$ cat config.mk
export PLATFORM = sky130hd
export DESIGN_NAME = h264_rtp_fua_packetizer_unit
export DESIGN_NICKNAME = d
export VERILOG_FILES = /design/src/rtl/core/hrfu_pkg.sv /design/src/rtl/core/hrfu_front.sv /design/src/rtl/core/hrfu_queue.sv /design/src/rtl/core/hrfu_back.sv /design/src/rtl/core/h264_rtp_fua_packetizer_unit.sv
export SDC_FILE = /design/constraint.sdc
export NUM_CORES = 1
export LEC_CHECK = 0
export BUFFER_PORTS_ARGS = -buffer_cell sky130_fd_sc_hd__buf_2
export CAP_MARGIN = 20
export CORE_MARGIN = 5
export CORE_UTILIZATION = 45
export CTS_CLUSTER_SIZE = 24
export DETAILED_ROUTE_END_ITERATION = 6
export GPL_TIMING_DRIVEN = 1
export PLACE_DENSITY_LB_ADDON = 0.1
export SLEW_MARGIN = 25
export SYNTH_ARGS = -nofsm -noshare
export SYNTH_HDL_FRONTEND = slang
export SYNTH_SLANG_ARGS = --single-unit
export TNS_END_PERCENT = 30
$ cat constraint.sdc
create_clock -name i_clk -period 12.8 [get_ports i_clk]
set_clock_uncertainty 0.2 [all_clocks]
set_input_delay 3.2 -clock i_clk [delete_from_list [all_inputs] [get_ports i_clk]]
set_output_delay 3.2 -clock i_clk [all_outputs]
set_load 0.03 [all_outputs]
$ cat src/rtl/core/hrfu_pkg.sv
// ----------------------------------------------------------------------------
// hrfu_pkg
// Shared types and constants for the H.264 RTP FU-A packetizer.
// ----------------------------------------------------------------------------
package hrfu_pkg;

    localparam int MAX_RTP_PAYLOAD_DEF = 1400;
    localparam int RTP_HDR_BYTES       = 12;
    localparam int FU_HDR_BYTES        = 2;
    localparam int QUEUE_DEPTH         = 2;
    localparam int QUEUE_AW            = $clog2(QUEUE_DEPTH);

    localparam logic [4:0]  FU_A_TYPE     = 5'd28;
    localparam logic [31:0] TS_STEP_RESET = 32'd3600;

    typedef enum logic [1:0] {
        CFG_SEQ_START = 2'd0,
        CFG_TS_START  = 2'd1,
        CFG_TS_STEP   = 2'd2,
        CFG_NONE      = 2'd3
    } t_cfg_idx;

    typedef enum logic {
        BK_IDLE,
        BK_RUN
    } t_bk_state;

    typedef struct packed {
        logic [7:0]  nal_header;
        logic [15:0] nal_length;
    } t_nal_in;

    typedef struct packed {
        logic [15:0] seq_number;
        logic [31:0] timestamp;
        logic        marker;
        logic        fragmented;
        logic [7:0]  fu_ind_byte;
        logic [7:0]  fu_hdr_byte;
        logic [15:0] payload_offset;
        logic [10:0] payload_length;
        logic [10:0] packet_length;
        logic        last;
    } t_pkt_out;

    typedef struct packed {
        logic [7:0]  hdr;
        logic [15:0] len;
        logic        frag;
    } t_job;

    typedef struct packed {
        logic valid;
        t_job job;
    } t_push;

    typedef struct packed {
        logic        valid;
        t_cfg_idx    index;
        logic [31:0] data;
    } t_cfg_wr;

endpackage

$ cat src/rtl/core/hrfu_front.sv
// ----------------------------------------------------------------------------
// hrfu_front
// Accepts NAL descriptors, drops empty ones and classifies single vs FU-A.
// ----------------------------------------------------------------------------
module hrfu_front
    import hrfu_pkg::*;
#(
    parameter int MAX_RTP_PAYLOAD = MAX_RTP_PAYLOAD_DEF
) (
    input  logic    i_valid,
    input  t_nal_in i_nal,
    output logic    o_stall,
    input  logic    i_full,
    output t_push   o_push
);

    localparam int SingleMax = MAX_RTP_PAYLOAD - RTP_HDR_BYTES;

    assign o_stall = i_full;

    always_comb begin
        o_push.valid    = i_valid && !i_full && (i_nal.nal_length != 16'd0);
        o_push.job.hdr  = i_nal.nal_header;
        o_push.job.len  = i_nal.nal_length;
        o_push.job.frag = (i_nal.nal_length > 16'(SingleMax));
    end

endmodule

$ cat src/rtl/core/hrfu_queue.sv
// ----------------------------------------------------------------------------
// hrfu_queue
// Short job queue between the classifier and the packet sequencer.
// ----------------------------------------------------------------------------
module hrfu_queue
    import hrfu_pkg::*;
(
    input  logic  i_clk,
    input  logic  i_rst_n,
    input  t_push i_push,
    input  logic  i_pop,
    output logic  o_full,
    output logic  o_empty,
    output t_job  o_job
);

    t_job                r_mem [QUEUE_DEPTH];
    logic [QUEUE_AW-1:0] r_wr;
    logic [QUEUE_AW-1:0] r_rd;
    logic [QUEUE_AW:0]   r_count;

    logic do_pop;

    assign o_full  = (r_count == (QUEUE_AW+1)'(QUEUE_DEPTH));
    assign o_empty = (r_count == '0);
    assign o_job   = r_mem[r_rd];
    assign do_pop  = i_pop && !o_empty;

    always_ff @(posedge i_clk) begin
        if (i_push.valid) begin
            r_mem[r_wr] <= i_push.job;
        end
    end

    always_ff @(posedge i_clk) begin
        if (!i_rst_n) begin
            r_wr    <= '0;
            r_rd    <= '0;
            r_count <= '0;
        end else begin
            if (i_push.valid) begin
                r_wr <= (r_wr == QUEUE_AW'(QUEUE_DEPTH-1)) ? '0 : r_wr + 1'b1;
            end
            if (do_pop) begin
                r_rd <= (r_rd == QUEUE_AW'(QUEUE_DEPTH-1)) ? '0 : r_rd + 1'b1;
            end
            r_count <= r_count + (QUEUE_AW+1)'(i_push.valid) - (QUEUE_AW+1)'(do_pop);
        end
    end

    a_count_bound: assert property (@(posedge i_clk) disable iff (!i_rst_n)
        r_count <= (QUEUE_AW+1)'(QUEUE_DEPTH))
        else $error("queue count exceeds depth");

endmodule

$ cat src/rtl/core/hrfu_back.sv
// ----------------------------------------------------------------------------
// hrfu_back
// Packet sequencer: emits one RTP packet descriptor per cycle for each job while the output is not stalled.
// ----------------------------------------------------------------------------
module hrfu_back
    import hrfu_pkg::*;
#(
    parameter int MAX_RTP_PAYLOAD = MAX_RTP_PAYLOAD_DEF
) (
    input  logic     i_clk,
    input  logic     i_rst_n,
    input  t_cfg_wr  i_cfg,
    input  logic     i_empty,
    input  t_job     i_job,
    output logic     o_pop,
    output logic     o_valid,
    output t_pkt_out o_pkt,
    input  logic     i_stall
);

    localparam int FragSize = MAX_RTP_PAYLOAD - RTP_HDR_BYTES - FU_HDR_BYTES;

    t_bk_state   r_state, n_state;
    logic [15:0] r_seq, n_seq;
    logic [31:0] r_ts, n_ts;
    logic [31:0] r_step, n_step;
    logic [15:0] r_left, n_left;
    logic [15:0] r_off, n_off;
    logic [7:0]  r_hdr, n_hdr;
    logic        r_single, n_single;
    logic        r_first, n_first;
    logic        r_out_valid, n_out_valid;
    t_pkt_out    r_out, n_out;

    logic        ld;
    logic        emit;
    logic        fin;
    logic [10:0] chunk;

    assign ld    = !r_out_valid || !i_stall;
    assign emit  = (r_state == BK_RUN) && ld;
    assign fin   = r_single || (r_left <= 16'(FragSize));
    assign chunk = fin ? r_left[10:0] : 11'(FragSize);

    always_comb begin
        n_state     = r_state;
        n_seq       = r_seq;
        n_ts        = r_ts;
        n_step      = r_step;
        n_left      = r_left;
        n_off       = r_off;
        n_hdr       = r_hdr;
        n_single    = r_single;
        n_first     = r_first;
        n_out_valid = r_out_valid && i_stall;
        n_out       = r_out;
        o_pop       = 1'b0;

        unique case (r_state)
            BK_IDLE: begin
                if (!i_empty) begin
                    o_pop    = 1'b1;
                    n_hdr    = i_job.hdr;
                    n_single = !i_job.frag;
                    n_first  = 1'b1;
                    n_left   = i_job.frag ? i_job.len - 16'd1 : i_job.len;
                    n_off    = i_job.frag ? 16'd1 : 16'd0;
                    n_state  = BK_RUN;
                end
            end
            BK_RUN: begin
                if (emit) begin
                    n_out_valid          = 1'b1;
                    n_out.seq_number     = r_seq;
                    n_out.timestamp      = r_ts;
                    n_out.marker         = fin;
                    n_out.fragmented     = !r_single;
                    n_out.fu_ind_byte    = r_single ? 8'd0 : {r_hdr[7:5], FU_A_TYPE};
                    n_out.fu_hdr_byte    = r_single ? 8'd0
                                                    : {r_first, fin, 1'b0, r_hdr[4:0]};
                    n_out.payload_offset = r_off;
                    n_out.payload_length = chunk;
                    n_out.packet_length  = chunk + (r_single ? 11'(RTP_HDR_BYTES)
                                                    : 11'(RTP_HDR_BYTES + FU_HDR_BYTES));
                    n_out.last           = fin;
                    n_seq   = r_seq + 16'd1;
                    n_left  = r_left - {5'd0, chunk};
                    n_off   = r_off + {5'd0, chunk};
                    n_first = 1'b0;
                    if (fin) begin
                        n_ts    = r_ts + r_step;
                        n_state = BK_IDLE;
                    end
                end
            end
            default: n_state = BK_IDLE;
        endcase

        if (i_cfg.valid) begin
            unique case (i_cfg.index)
                CFG_SEQ_START: n_seq  = i_cfg.data[15:0];
                CFG_TS_START:  n_ts   = i_cfg.data;
                CFG_TS_STEP:   n_step = i_cfg.data;
                default: ;
            endcase
        end
    end

    always_ff @(posedge i_clk) begin
        if (!i_rst_n) begin
            r_state     <= BK_IDLE;
            r_seq       <= '0;
            r_ts        <= '0;
            r_step      <= TS_STEP_RESET;
            r_out_valid <= 1'b0;
        end else begin
            r_state     <= n_state;
            r_seq       <= n_seq;
            r_ts        <= n_ts;
            r_step      <= n_step;
            r_out_valid <= n_out_valid;
        end
    end

    always_ff @(posedge i_clk) begin
        r_left   <= n_left;
        r_off    <= n_off;
        r_hdr    <= n_hdr;
        r_single <= n_single;
        r_first  <= n_first;
        r_out    <= n_out;
    end

    assign o_valid = r_out_valid;
    assign o_pkt   = r_out;

    a_run_has_bytes: assert property (@(posedge i_clk) disable iff (!i_rst_n)
        (r_state == BK_RUN) |-> (r_left != 16'd0))
        else $error("sequencer running with no bytes left");

    a_final_ends_job: assert property (@(posedge i_clk) disable iff (!i_rst_n)
        (emit && fin) |=> (r_state == BK_IDLE))
        else $error("sequencer did not return to idle after final packet");

    a_seq_advance: assert property (@(posedge i_clk) disable iff (!i_rst_n)
        (emit && !i_cfg.valid) |=> (r_seq == 16'($past(r_seq) + 16'd1)))
        else $error("sequence number did not advance on emitted packet");

endmodule

$ cat src/rtl/core/h264_rtp_fua_packetizer_unit.sv
// ----------------------------------------------------------------------------
// h264_rtp_fua_packetizer_unit
// H.264 RTP packetizer (single-NAL and FU-A) at descriptor level.
// ----------------------------------------------------------------------------
// Input channel (i_in_valid / o_in_stall / i_in_data) takes one NAL descriptor
// (header byte, length). Output channel (o_out_valid / i_out_stall /
// o_out_data) returns one RTP packet descriptor per packet. A NAL that fits in
// MAX_RTP_PAYLOAD-12 bytes yields one single-NAL packet; a longer one yields
// FU-A fragments of at most MAX_RTP_PAYLOAD-14 bytes. Zero-length NALs are dropped.
// The config channel (i_cfg_valid / o_cfg_ready) is always ready and loads
// the sequence start, timestamp start and timestamp step; write it only idle.
// A taken request is written into the queue, then fetched by the idle
// sequencer; each packet is registered in the output register. Unless the
// output stalls, the sequencer emits one packet per cycle, with a fetch step
// per NAL; a two-entry queue lets input requests be taken while packets drain.
// Reset clears sequence and timestamp to zero and the step to 3600. A stall
// on a valid output holds the output register and stops packet emission.
// ----------------------------------------------------------------------------
module h264_rtp_fua_packetizer_unit
    import hrfu_pkg::*;
#(
    parameter int MAX_RTP_PAYLOAD = MAX_RTP_PAYLOAD_DEF
) (
    input  logic        i_clk,
    input  logic        i_rst_n,
    input  logic        i_in_valid,
    output logic        o_in_stall,
    input  t_nal_in     i_in_data,
    output logic        o_out_valid,
    input  logic        i_out_stall,
    output t_pkt_out    o_out_data,
    input  logic        i_cfg_valid,
    output logic        o_cfg_ready,
    input  logic [1:0]  i_cfg_index,
    input  logic [31:0] i_cfg_data
);

    t_push   push;
    t_job    job;
    t_cfg_wr cfg;
    logic    full;
    logic    empty;
    logic    pop;

    assign o_cfg_ready = 1'b1;

    always_comb begin
        cfg.valid = i_cfg_valid;
        cfg.index = t_cfg_idx'(i_cfg_index);
        cfg.data  = i_cfg_data;
    end

    hrfu_front #(
        .MAX_RTP_PAYLOAD (MAX_RTP_PAYLOAD)
    ) u_front (
        .i_valid (i_in_valid),
        .i_nal   (i_in_data),
        .o_stall (o_in_stall),
        .i_full  (full),
        .o_push  (push)
    );

    hrfu_queue u_queue (
        .i_clk   (i_clk),
        .i_rst_n (i_rst_n),
        .i_push  (push),
        .i_pop   (pop),
        .o_full  (full),
        .o_empty (empty),
        .o_job   (job)
    );

    hrfu_back #(
        .MAX_RTP_PAYLOAD (MAX_RTP_PAYLOAD)
    ) u_back (
        .i_clk   (i_clk),
        .i_rst_n (i_rst_n),
        .i_cfg   (cfg),
        .i_empty (empty),
        .i_job   (job),
        .o_pop   (pop),
        .o_valid (o_out_valid),
        .o_pkt   (o_out_data),
        .i_stall (i_out_stall)
    );

endmodule
==> qor.yml, run 1 <==
synth:
  synth-compound-area-share: 0.140
  synth_mux_area_frac: 0.0228
  async_reset_ff_frac: 0
  ys_seq_area_frac: 0.558
  synth_cells: 1242
  synth-seq-cells: 276
  synth-simple-area-share: 0.149
  yosysMostFrequentCell: "edfxtp_1"
  syn_avg_cell_area_um2: 10.7
  synth_top_family_by_area: "simple AND/OR/NAND/NOR gates"
  yosys_most_used_dff: "edfxtp_1"
  synthAdderAreaFrac: 0.0457
  yosysUniqueCellTypes: 85
  yosysWarnings: 0
  synth_top_cell_area_share: 0.427
  ys_top_cells_by_count: "edfxtp_1, nand2_1, nor2_1"
  synth_area_leaders: "edfxtp_1, dfxtp_1, ha_1, nand2_1, a21oi_1"
  yosys.area.top_type: "edfxtp_1"
  netlist_area_mm2: 0.0133
  synth-xor-area-share: 0.0514
  synth_enable_flop_cells: 189
timing:
  setup_viol: 0
  period_needed_ps: 5700
  hold_slack_ps: 260
  fmaxAchievable_mhz: 175
  drv_slew: 0
  hold_viol: 0
  period_share: 0.445
  rsz0062_at_grt: "no"
  fin_setup_tns_ps: 0
  tightest_slew_ps: 841
  slew_headroom: 0.439
power:
  p_leak_nw: 5.82
  cellPowerDensity_mw_per_mm2: 227
  ir_worst_vdd_mv: 0.111
floorplanning:
  die_h_um: 182
  coreArea_mm2: 0.0294
  die-area_mm2: 0.0331
  dieWidth_um: 182
  num_rows: 63
  io_pins: 171
  start_util: 0.452
worst_setup_path:
  cp_data_arrival_time_ps: 5910
  start_kind: "input pin"
  required_ps: 13010
  slowest_stage: "inv_4"
  critPathTopFamily: "simple AND/OR/NAND/NOR gates"
  cp_max_fo: 54
  path_cells: "buf_2 -> nand2_1 -> nand2_1 -> inv_4 -> nand2_1 -> buf_4 -> or4_1 -> o311ai_0 -> nor2_1 -> xor2_1 -> a21oi_1"
  path_buf_inv: 3
  critPathMostFrequentCell: "nand2_1"
  worst_setup_path_end_kind: "flop"
  path_class: "in2reg"
  critPathMaxStageDelay_ps: 550
clocking:
  cts-buffers-inserted: 30
  cts_buffer_depth: 3
  cts-htree-levels: 1
  cts_resized: 0
  root_buffer: "clkbuf_16"
  clkSinkCount: 276
  hold_buffers: 0
  clock_latency_ps: 550
  path_clk_slew_ps: 60
  post-cts-setup-buffer-count: 0
  cts_tree: "done"
route:
  wl_um: 31600
  postRouteAntennaNets: 0
  vias_per_cell: 5.38
  wl_per_cell_um: 17.6
  drc: 0
  via_count: 9682
  dr.first_iter.drc_count: 481
  firstDrtPassIters: 5
layout:
  drive_gt1_frac: 0.184
  nNetsFinal: 1496
  antenna-diode-count: 0
  syn_to_final_growth_pct: 15.4
global_routing:
  globalRouteTotalUtil: 0.185
  grt_start_max_net_pins: 55
  antenna_found_initial: 1
  grt_pass1_wl_um: 50300
  grt_pass1_vias: 9655
  grt.overflow.total: 0
placement:
  hpwl_um: 21600
  gp_congestion: 0.838
  io_buffer_count: 166
status:
  outcome: "completed"
worst_hold_path:
  hp-class: "reg2reg"
run:
  cap_violations: 0
==> layout make-up <==
type                       instances  area [um2]
inverter                          29         111
sequential                       276        7420
clock buffer                      39         815
timing repair buffer             177         913
multi-input combinational        871        5470
clock inverter                    17         121
tap                              390         488
fill                            2671       14100
==> metal layers <==
| metal | track usage | part of all wire | routed length (um) |
|---|---|---|---|
| met5 | 0 | 0.00022 | 7 |
| met4 | 0.0435 | 0.019 | 613 |
| met3 | 0.0300 | 0.045 | 1420 |
| met2 | 0.340 | 0.51 | 16100 |
| met1 | 0.228 | 0.43 | 13500 |
==> path summary, 6_finish.rpt <==
check,from,endpoint,slack (ps),depth (start not counted)
max,i_out_stall,u_back.r_ts[31]$_SDFF_PN0_,7100,11
max reg2reg,u_back.r_left[2]$_DFFE_PP_,u_back.r_off[15]$_SDFFCE_PN0P_,7860,16
min,u_back.r_off[0]$_DFFE_PP_,u_back.o_pkt[23]$_DFFE_PP_,260,0
min reg2reg,u_back.r_off[0]$_DFFE_PP_,u_back.o_pkt[23]$_DFFE_PP_,260,0
==> state kept, by name, summed over array words and instances (netlist names), named ones only <==
name	count
u_back.o_pkt	97
u_back.o_valid	1
u_back.r_first	1
u_back.r_hdr	8
u_back.r_left	16
u_back.r_off	16
u_back.r_seq	16
u_back.r_single	1
u_back.r_state	1
u_back.r_step	32
u_back.r_ts	32
u_queue.r_count	2
u_queue.r_mem	50
u_queue.r_rd	1
u_queue.r_wr	1
==> stage by stage <==
step | total power [mW] | util | area [um2] | setup slack [ps] | cells
2_1_floorplan | 2.37 | - | 13300 | 6670 | 1245
4_1_cts | 3.53 | 0.522 | 15300 | 7030 | 1799
6_report | 3.49 | 0.522 | 15300 | 7100 | 1799
3_5_place_dp | 2.71 | 0.490 | 14400 | 6460 | 1743
3_3_place_gp | 2.70 | 0.490 | 14400 | 6490 | 1743
5_1_grt | 3.71 | 0.522 | 15300 | 6760 | 1799
==> report_power, final <==
group	internal [mW]	switching [mW]
Sequential	1.27	0.152
Combinational	0.428	0.829
Clock	0.467	0.342
==> placed cells by master, fill, tap and decap left out, types with 7 or more instances in the layout <==
master	synthesis	final
nor2_1	109	109
o31ai_1	7	7
xor2_1	32	32
a311oi_1	16	16
inv_1	26	26
o21ai_0	60	60
and2_1	9	8
or3_1	25	25
nand2b_1	8	8
nand2_1	150	150
xnor2_1	46	46
a21oi_1	96	96
mux2i_1	19	19
clkinv_2	0	8
clkbuf_16	0	30
edfxtp_1	189	189
o21a_1	7	7
dfxtp_1	87	86
ha_1	47	47
buf_2	7	166
a31oi_1	12	12
nand3_1	36	36
and3_1	7	7
mux2_2	10	10
a211oi_1	19	19
o211ai_1	11	11
nor3_1	19	19
nor2b_1	18	17
nand4_1	9	9
a21o_1	11	11
buf_4	10	11
==> kinds of logic (layout without fill, tap and decap cells) <==
logic type,after synthesis,after routing
muxes,29,29
and+or+nand+nor,423,423
adders and majority gates,48,48
buffers and inverters,98,262
other,2,5
xor gates and xnor gates,78,78
DFF,276,276
AOI/OAI and AO/OA,288,288
Note: power is estimated with default switching activity, not from simulation.
==> inputs of run 2 (changes only) <==
- ABC_AREA: default -> 1
- clock period: 12.8 -> 5.2 ns (I/O delays scaled with it)
==> qor.yml, run 2 <==
status:
  outcome: "completed"
route:
  dr.first_iter.drc_count: 825
  vias_per_cell: 5.13
  wl_um: 33100
  via_count: 10808
  drc: 0
  postRouteAntennaNets: 0
  wl_per_cell_um: 15.7
  firstDrtPassIters: 5
floorplanning:
  die_h_um: 185
  dieWidth_um: 185
  num_rows: 64
  die-area_mm2: 0.0341
  io_pins: 171
  start_util: 0.453
  coreArea_mm2: 0.0303
timing:
  fmaxAchievable_mhz: 273
  drv_slew: 0
  tightest_slew_ps: 954
  slew_headroom: 0.364
  hold_viol: 0
  period_share: 0.704
  period_needed_ps: 3660
  setup_viol: 0
  rsz0062_at_grt: "no"
  fin_setup_tns_ps: 0
worst_setup_path:
  worst_setup_path_end_kind: "flop"
  path_class: "reg2reg"
  worst_r2r_endpoint: "u_back.r_off[15]$_SDFFCE_PN0P_"
  start_kind: "flop"
  rr_startpoint: "u_back.r_left[2]$_DFFE_PP_"
  r2r_slack_ps: 1540
  required_ps: 5310
  cp_data_arrival_time_ps: 3770
  reg2reg_depth: 18
  startpoint: "u_back.r_left[2]$_DFFE_PP_"
  cp_max_fo: 25
synth:
  netlist_area_mm2: 0.0137
  ys_seq_area_frac: 0.540
  synth_area_leaders: "edfxtp_1, dfxtp_1, nand2_1, o21ai_0, nor2_1"
  synth_cells: 1525
  syn_avg_cell_area_um2: 9.01
  ys_top_cells_by_count: "nand2_1, edfxtp_1, nor2_1"
  yosys_most_used_dff: "edfxtp_1"
  yosysUniqueCellTypes: 54
  synth_enable_flop_cells: 189
  synth_top_cell_area_share: 0.413
  synth-seq-cells: 276
  async_reset_ff_frac: 0
  yosysMostFrequentCell: "nand2_1"
  yosys.area.top_type: "edfxtp_1"
  yosysWarnings: 0
run:
  cap_violations: 0
power:
  cellPowerDensity_mw_per_mm2: 551
  p_comb_frac: 0.369
  ir_worst_vdd_mv: 0.323
  p_sw_frac: 0.397
  p_switching_mw: 3.47
  power.internal_mw: 5.28
  p_clk_frac: 0.238
  p_leak_nw: 6.80
  p_seq_frac: 0.393
clocking:
  cts_buffer_depth: 3
  hold_buffers: 0
  cts-buffers-inserted: 30
  path_clk_slew_ps: 60
  clkSinkCount: 276
  cts-htree-levels: 1
  root_buffer: "clkbuf_16"
  post-cts-setup-buffer-count: 0
  clock_latency_ps: 560
  cts_resized: 0
  cts_tree: "done"
layout:
  final_common_cell: "nand2_1"
  final_cell_mix: "nand2_1, edfxtp_1, nor2_1, inv_1, buf_2"
  largest_reg_flops: 97
  antenna-diode-count: 0
  syn_to_final_growth_pct: 15.6
  nNetsFinal: 1798
  drive_gt1_frac: 0.155
  stdcell_area_mm2: 0.0159
worst_hold_path:
  holdPathEnd: "u_back.o_pkt[104]$_DFFE_PP_"
  hp-class: "reg2reg"
  min_from: "u_back.r_seq[15]$_SDFF_PN0_"
  min_path_cells: 0
global_routing:
  grt.overflow.total: 0
  grt_pass1_vias: 10187
  antenna_found_initial: 0
  grt_pass1_wl_um: 53000
  globalRouteTotalUtil: 0.191
  grt_start_max_net_pins: 58
placement:
  io_buffer_count: 166
  hpwl_um: 23700
  gp_congestion: 0.916
  placed_cell_area_mm2: 0.0149
==> run 2: logic make-up after synthesis <==
kind of cell    Yosys count  share of synthesized area
fa+ha+maj                48                     0.0442
flops                   276                      0.540
xor+xnor                 36                     0.0229
mux                      14                     0.0109
simple gates            577                      0.177
buf+inv                 228                     0.0686
other cells               2                   0.000546
compound gates          344                      0.136
==> run 2: how the worst max path moves through the flow <==
| stage | to | cells past startpoint |
|---|---|---|
| after floorplan | u_back.r_ts[12]$_SDFF_PN0_ | 8 |
| after global placement | u_back.r_seq[1]$_SDFF_PN0_ | 10 |
| after detailed placement | u_back.r_seq[1]$_SDFF_PN0_ | 10 |
| after CTS | u_back.r_off[15]$_SDFFCE_PN0P_ | 18 |
| after global routing | u_back.r_off[15]$_SDFFCE_PN0P_ | 18 |
| final | u_back.r_off[15]$_SDFFCE_PN0P_ | 18 |
==> run 2: layout make-up <==
type                       instances  area [um2]
fill                            2851       14500
multi-input combinational       1024        5400
tap                              396         495
clock inverter                    12         134
clock buffer                      44         843
timing repair buffer             182         951
inverter                         173         652
sequential                       276        7420
==> run 2: layer usage <==
layer | GRT usage | vias up | share of wire
li1 | - | 5509 | -
met1 | 0.286 | 4938 | 0.49
met2 | 0.293 | 320 | 0.42
met3 | 0.0302 | 41 | 0.066
met4 | 0.0408 | 0 | 0.017
met5 | 0 | - | 0
==> run 2: stage by stage <==
| step | hold WS (ps) | power [mW] | util | instances | setup WS (ps) |
|---|---|---|---|---|---|
| final | 252 | 8.76 | 0.524 | 2107 | 1540 |
| after global routing | 268 | 9.37 | 0.524 | 2107 | 1330 |
| after CTS | 257 | 8.84 | 0.524 | 2107 | 1570 |
| after detailed placement | 242 | 6.73 | 0.491 | 2051 | 1440 |
| after floorplan | 222 | 5.86 | - | 1528 | 402 |
| after global placement | 232 | 6.68 | 0.491 | 2051 | 1460 |
==> run 2: power groups by stage <==
stage | Sequential (mW) | Combinational (mW) | Clock [mW]
detailed placement | 3.49 | 3.24 | 0
global placement | 3.48 | 3.20 | 0
CTS | 3.45 | 3.25 | 2.13
floorplan | 3.86 | 2.00 | 0
global route | 3.51 | 3.63 | 2.23
finish | 3.44 | 3.23 | 2.08
==> run 2: critical path: stages, from the launching register on <==
cell and delay [ps]:
edfxtp_1 550, inv_1 100, nand2_1 50, nor2_1 80, nand2_1 60, nor2_1 90, nor2_1 70, nand2_4 310
inv_2 210, nor2_1 320, inv_1 80, ha_1 330, a21oi_1 310, a21boi_1 220, nand2_1 140, nand2_1 110
nand3_1 70, nand2_1 60, nor2_1 40
==> inputs of run 3 (changes only) <==
- clock period: 5.2 -> 3.1 ns (I/O delays scaled with it)
==> qor.yml, run 3 (same netlist as run 2, synthesis figures left out) <==
global_routing:
  globalRouteTotalUtil: 0.204
  grt_pass1_vias: 10867
  grt_start_max_net_pins: 99
  grt_pass1_wl_um: 56400
  grt.overflow.total: 0
  antenna_found_initial: 0
floorplanning:
  start_util: 0.453
  dieWidth_um: 185
  num_rows: 64
  io_pins: 171
  die_h_um: 185
  die-area_mm2: 0.0341
  coreArea_mm2: 0.0303
layout:
  register_area_mm2: 0.00742
  syn_to_final_growth_pct: 19.7
  drive_gt1_frac: 0.190
  multi_input_area_mm2: 0.00560
  antenna-diode-count: 0
  nFillCells: 2763
  final_cell_mix: "nand2_1, edfxtp_1, nor2_1, buf_2, inv_1"
  largest_reg_flops: 97
  nNetsFinal: 1822
  final_common_cell: "nand2_1"
  stdcell_area_mm2: 0.0165
worst_setup_path:
  critPathMaxStageDelay_ps: 420
  rr_startpoint: "u_back.r_left[14]$_DFFE_PP_"
  reg2reg_depth: 19
  path_buf_inv: 3
  worst_setup_path_end_kind: "flop"
  r2r_slack_ps: 170
  critPathTopFamily: "simple AND/OR/NAND/NOR gates"
  required_ps: 3220
  cp_data_arrival_time_ps: 3050
  slowest_stage: "edfxtp_1"
  path_cells: "nor2_2 -> nand2_1 -> nor2_1 -> nand3_1 -> nand2_1 -> nand2_4 -> inv_2 -> buf_4 -> nor2_1 -> ha_1 -> ha_1 -> inv_1 -> nand2_2 -> nand3_1 -> nand2_1 -> nand3_1 -> nand3_1 -> nand2_1 -> nor2_1"
  start_kind: "flop"
  worst_r2r_endpoint: "u_back.r_off[12]$_SDFFCE_PN0P_"
  cp_max_fo: 9
  path_class: "reg2reg"
timing:
  period_needed_ps: 2930
  fmaxAchievable_mhz: 341
  tightest_slew_ps: 917
  fin_setup_tns_ps: 0
  setup_viol: 0
  rsz0062_at_grt: "yes"
  finalWorstSetupSlack_ps: 166
  period_share: 0.946
  slew_headroom: 0.388
  drv_slew: 0
  hold_viol: 0
  hold_slack_ps: 199
worst_hold_path:
  min_path_cells: 1
  hp-class: "in2reg"
  holdPathEnd: "u_queue.r_mem[1][22]$_DFFE_PP_"
  min_from: "i_in_data[21]"
clocking:
  cts-buffers-inserted: 31
  path_clk_slew_ps: 60
  root_buffer: "clkbuf_16"
  cts-htree-levels: 1
  cts_buffer_depth: 3
  clkSinkCount: 276
  hold_buffers: 0
  cts_tree: "done"
  clock_latency_ps: 570
route:
  dr.max_layer_used: "met4"
  postRouteAntennaNets: 0
  dr.first_iter.drc_count: 635
  met2WireLength_um: 17300
  wl_met3_um: 1620
  m1WireLength_um: 15500
  firstDrtPassIters: 5
  wl_um: 35200
  vias_per_cell: 5.17
  via_count: 11024
  drc: 0
  wl_per_cell_um: 16.5
power:
  p_leak_nw: 7.02
  power_mw: 15.8
  ir_worst_vdd_mv: 0.454
  cellPowerDensity_mw_per_mm2: 958
placement:
  place_ws_ps: 56.8
  gp_congestion: 0.853
  hpwl_um: 25300
  placed_cell_area_mm2: 0.0152
  io_buffer_count: 166
run:
  cap_violations: 0
status:
  outcome: "completed"
==> run 3: through the flow <==
step / instances / util
global route: 2132 / 0.542
floorplan: 1528 / -
detailed placement: 2070 / 0.501
finish: 2132 / 0.542
global placement: 2070 / 0.501
CTS: 2128 / 0.538
==> run 3: power by group <==
part	switching, mW	internal [mW]	total, mW	leakage, nW
sequential	0.539	5.25	5.79	2.50
clock	1.51	2.49	4.01	0.544
combinational	4.10	1.87	5.97	3.97
total	6.15	9.61	15.8	7.02
==> run 3: worst max-delay path by stage <==
| stage | startpoint | endpoint | depth (start not counted) |
|---|---|---|---|
| after floorplan | i_out_stall | u_back.r_ts[12]$_SDFF_PN0_ | 9 |
| after global placement | u_back.r_left[8]$_DFFE_PP_ | u_back.o_pkt[10]$_DFFE_PP_ | 17 |
| after detailed placement | u_back.r_left[8]$_DFFE_PP_ | u_back.r_off[13]$_SDFFCE_PN0P_ | 17 |
| after CTS | u_back.r_left[8]$_DFFE_PP_ | u_back.r_off[13]$_SDFFCE_PN0P_ | 17 |
| after global routing | u_back.r_left[11]$_DFFE_PP_ | u_back.r_off[15]$_SDFFCE_PN0P_ | 15 |
| final | u_back.r_left[14]$_DFFE_PP_ | u_back.r_off[12]$_SDFFCE_PN0P_ | 19 |
==> run 3: per-layer routing <==
metal,up-vias,GRT usage
met4,0,0.0508
met1,5156,0.266
li1,5573,-
met3,51,0.0251
met5,-,0
met2,244,0.360
==> run 3: cell type report <==
cell class / count / share of cell area
inverter: 173 / 0.0397
sequential: 276 / 0.451
timing repair buffer: 205 / 0.0706
clock buffer: 38 / 0.0506
clock inverter: 20 / 0.0178
tap: 396 / 0.0301
multi-input combinational: 1024 / 0.341
==> run 3: repair_timing <==
action,in CTS,in global routing
gates resized for setup,0,22
setup buffers,0,4
endpoints found under the setup margin,0,16
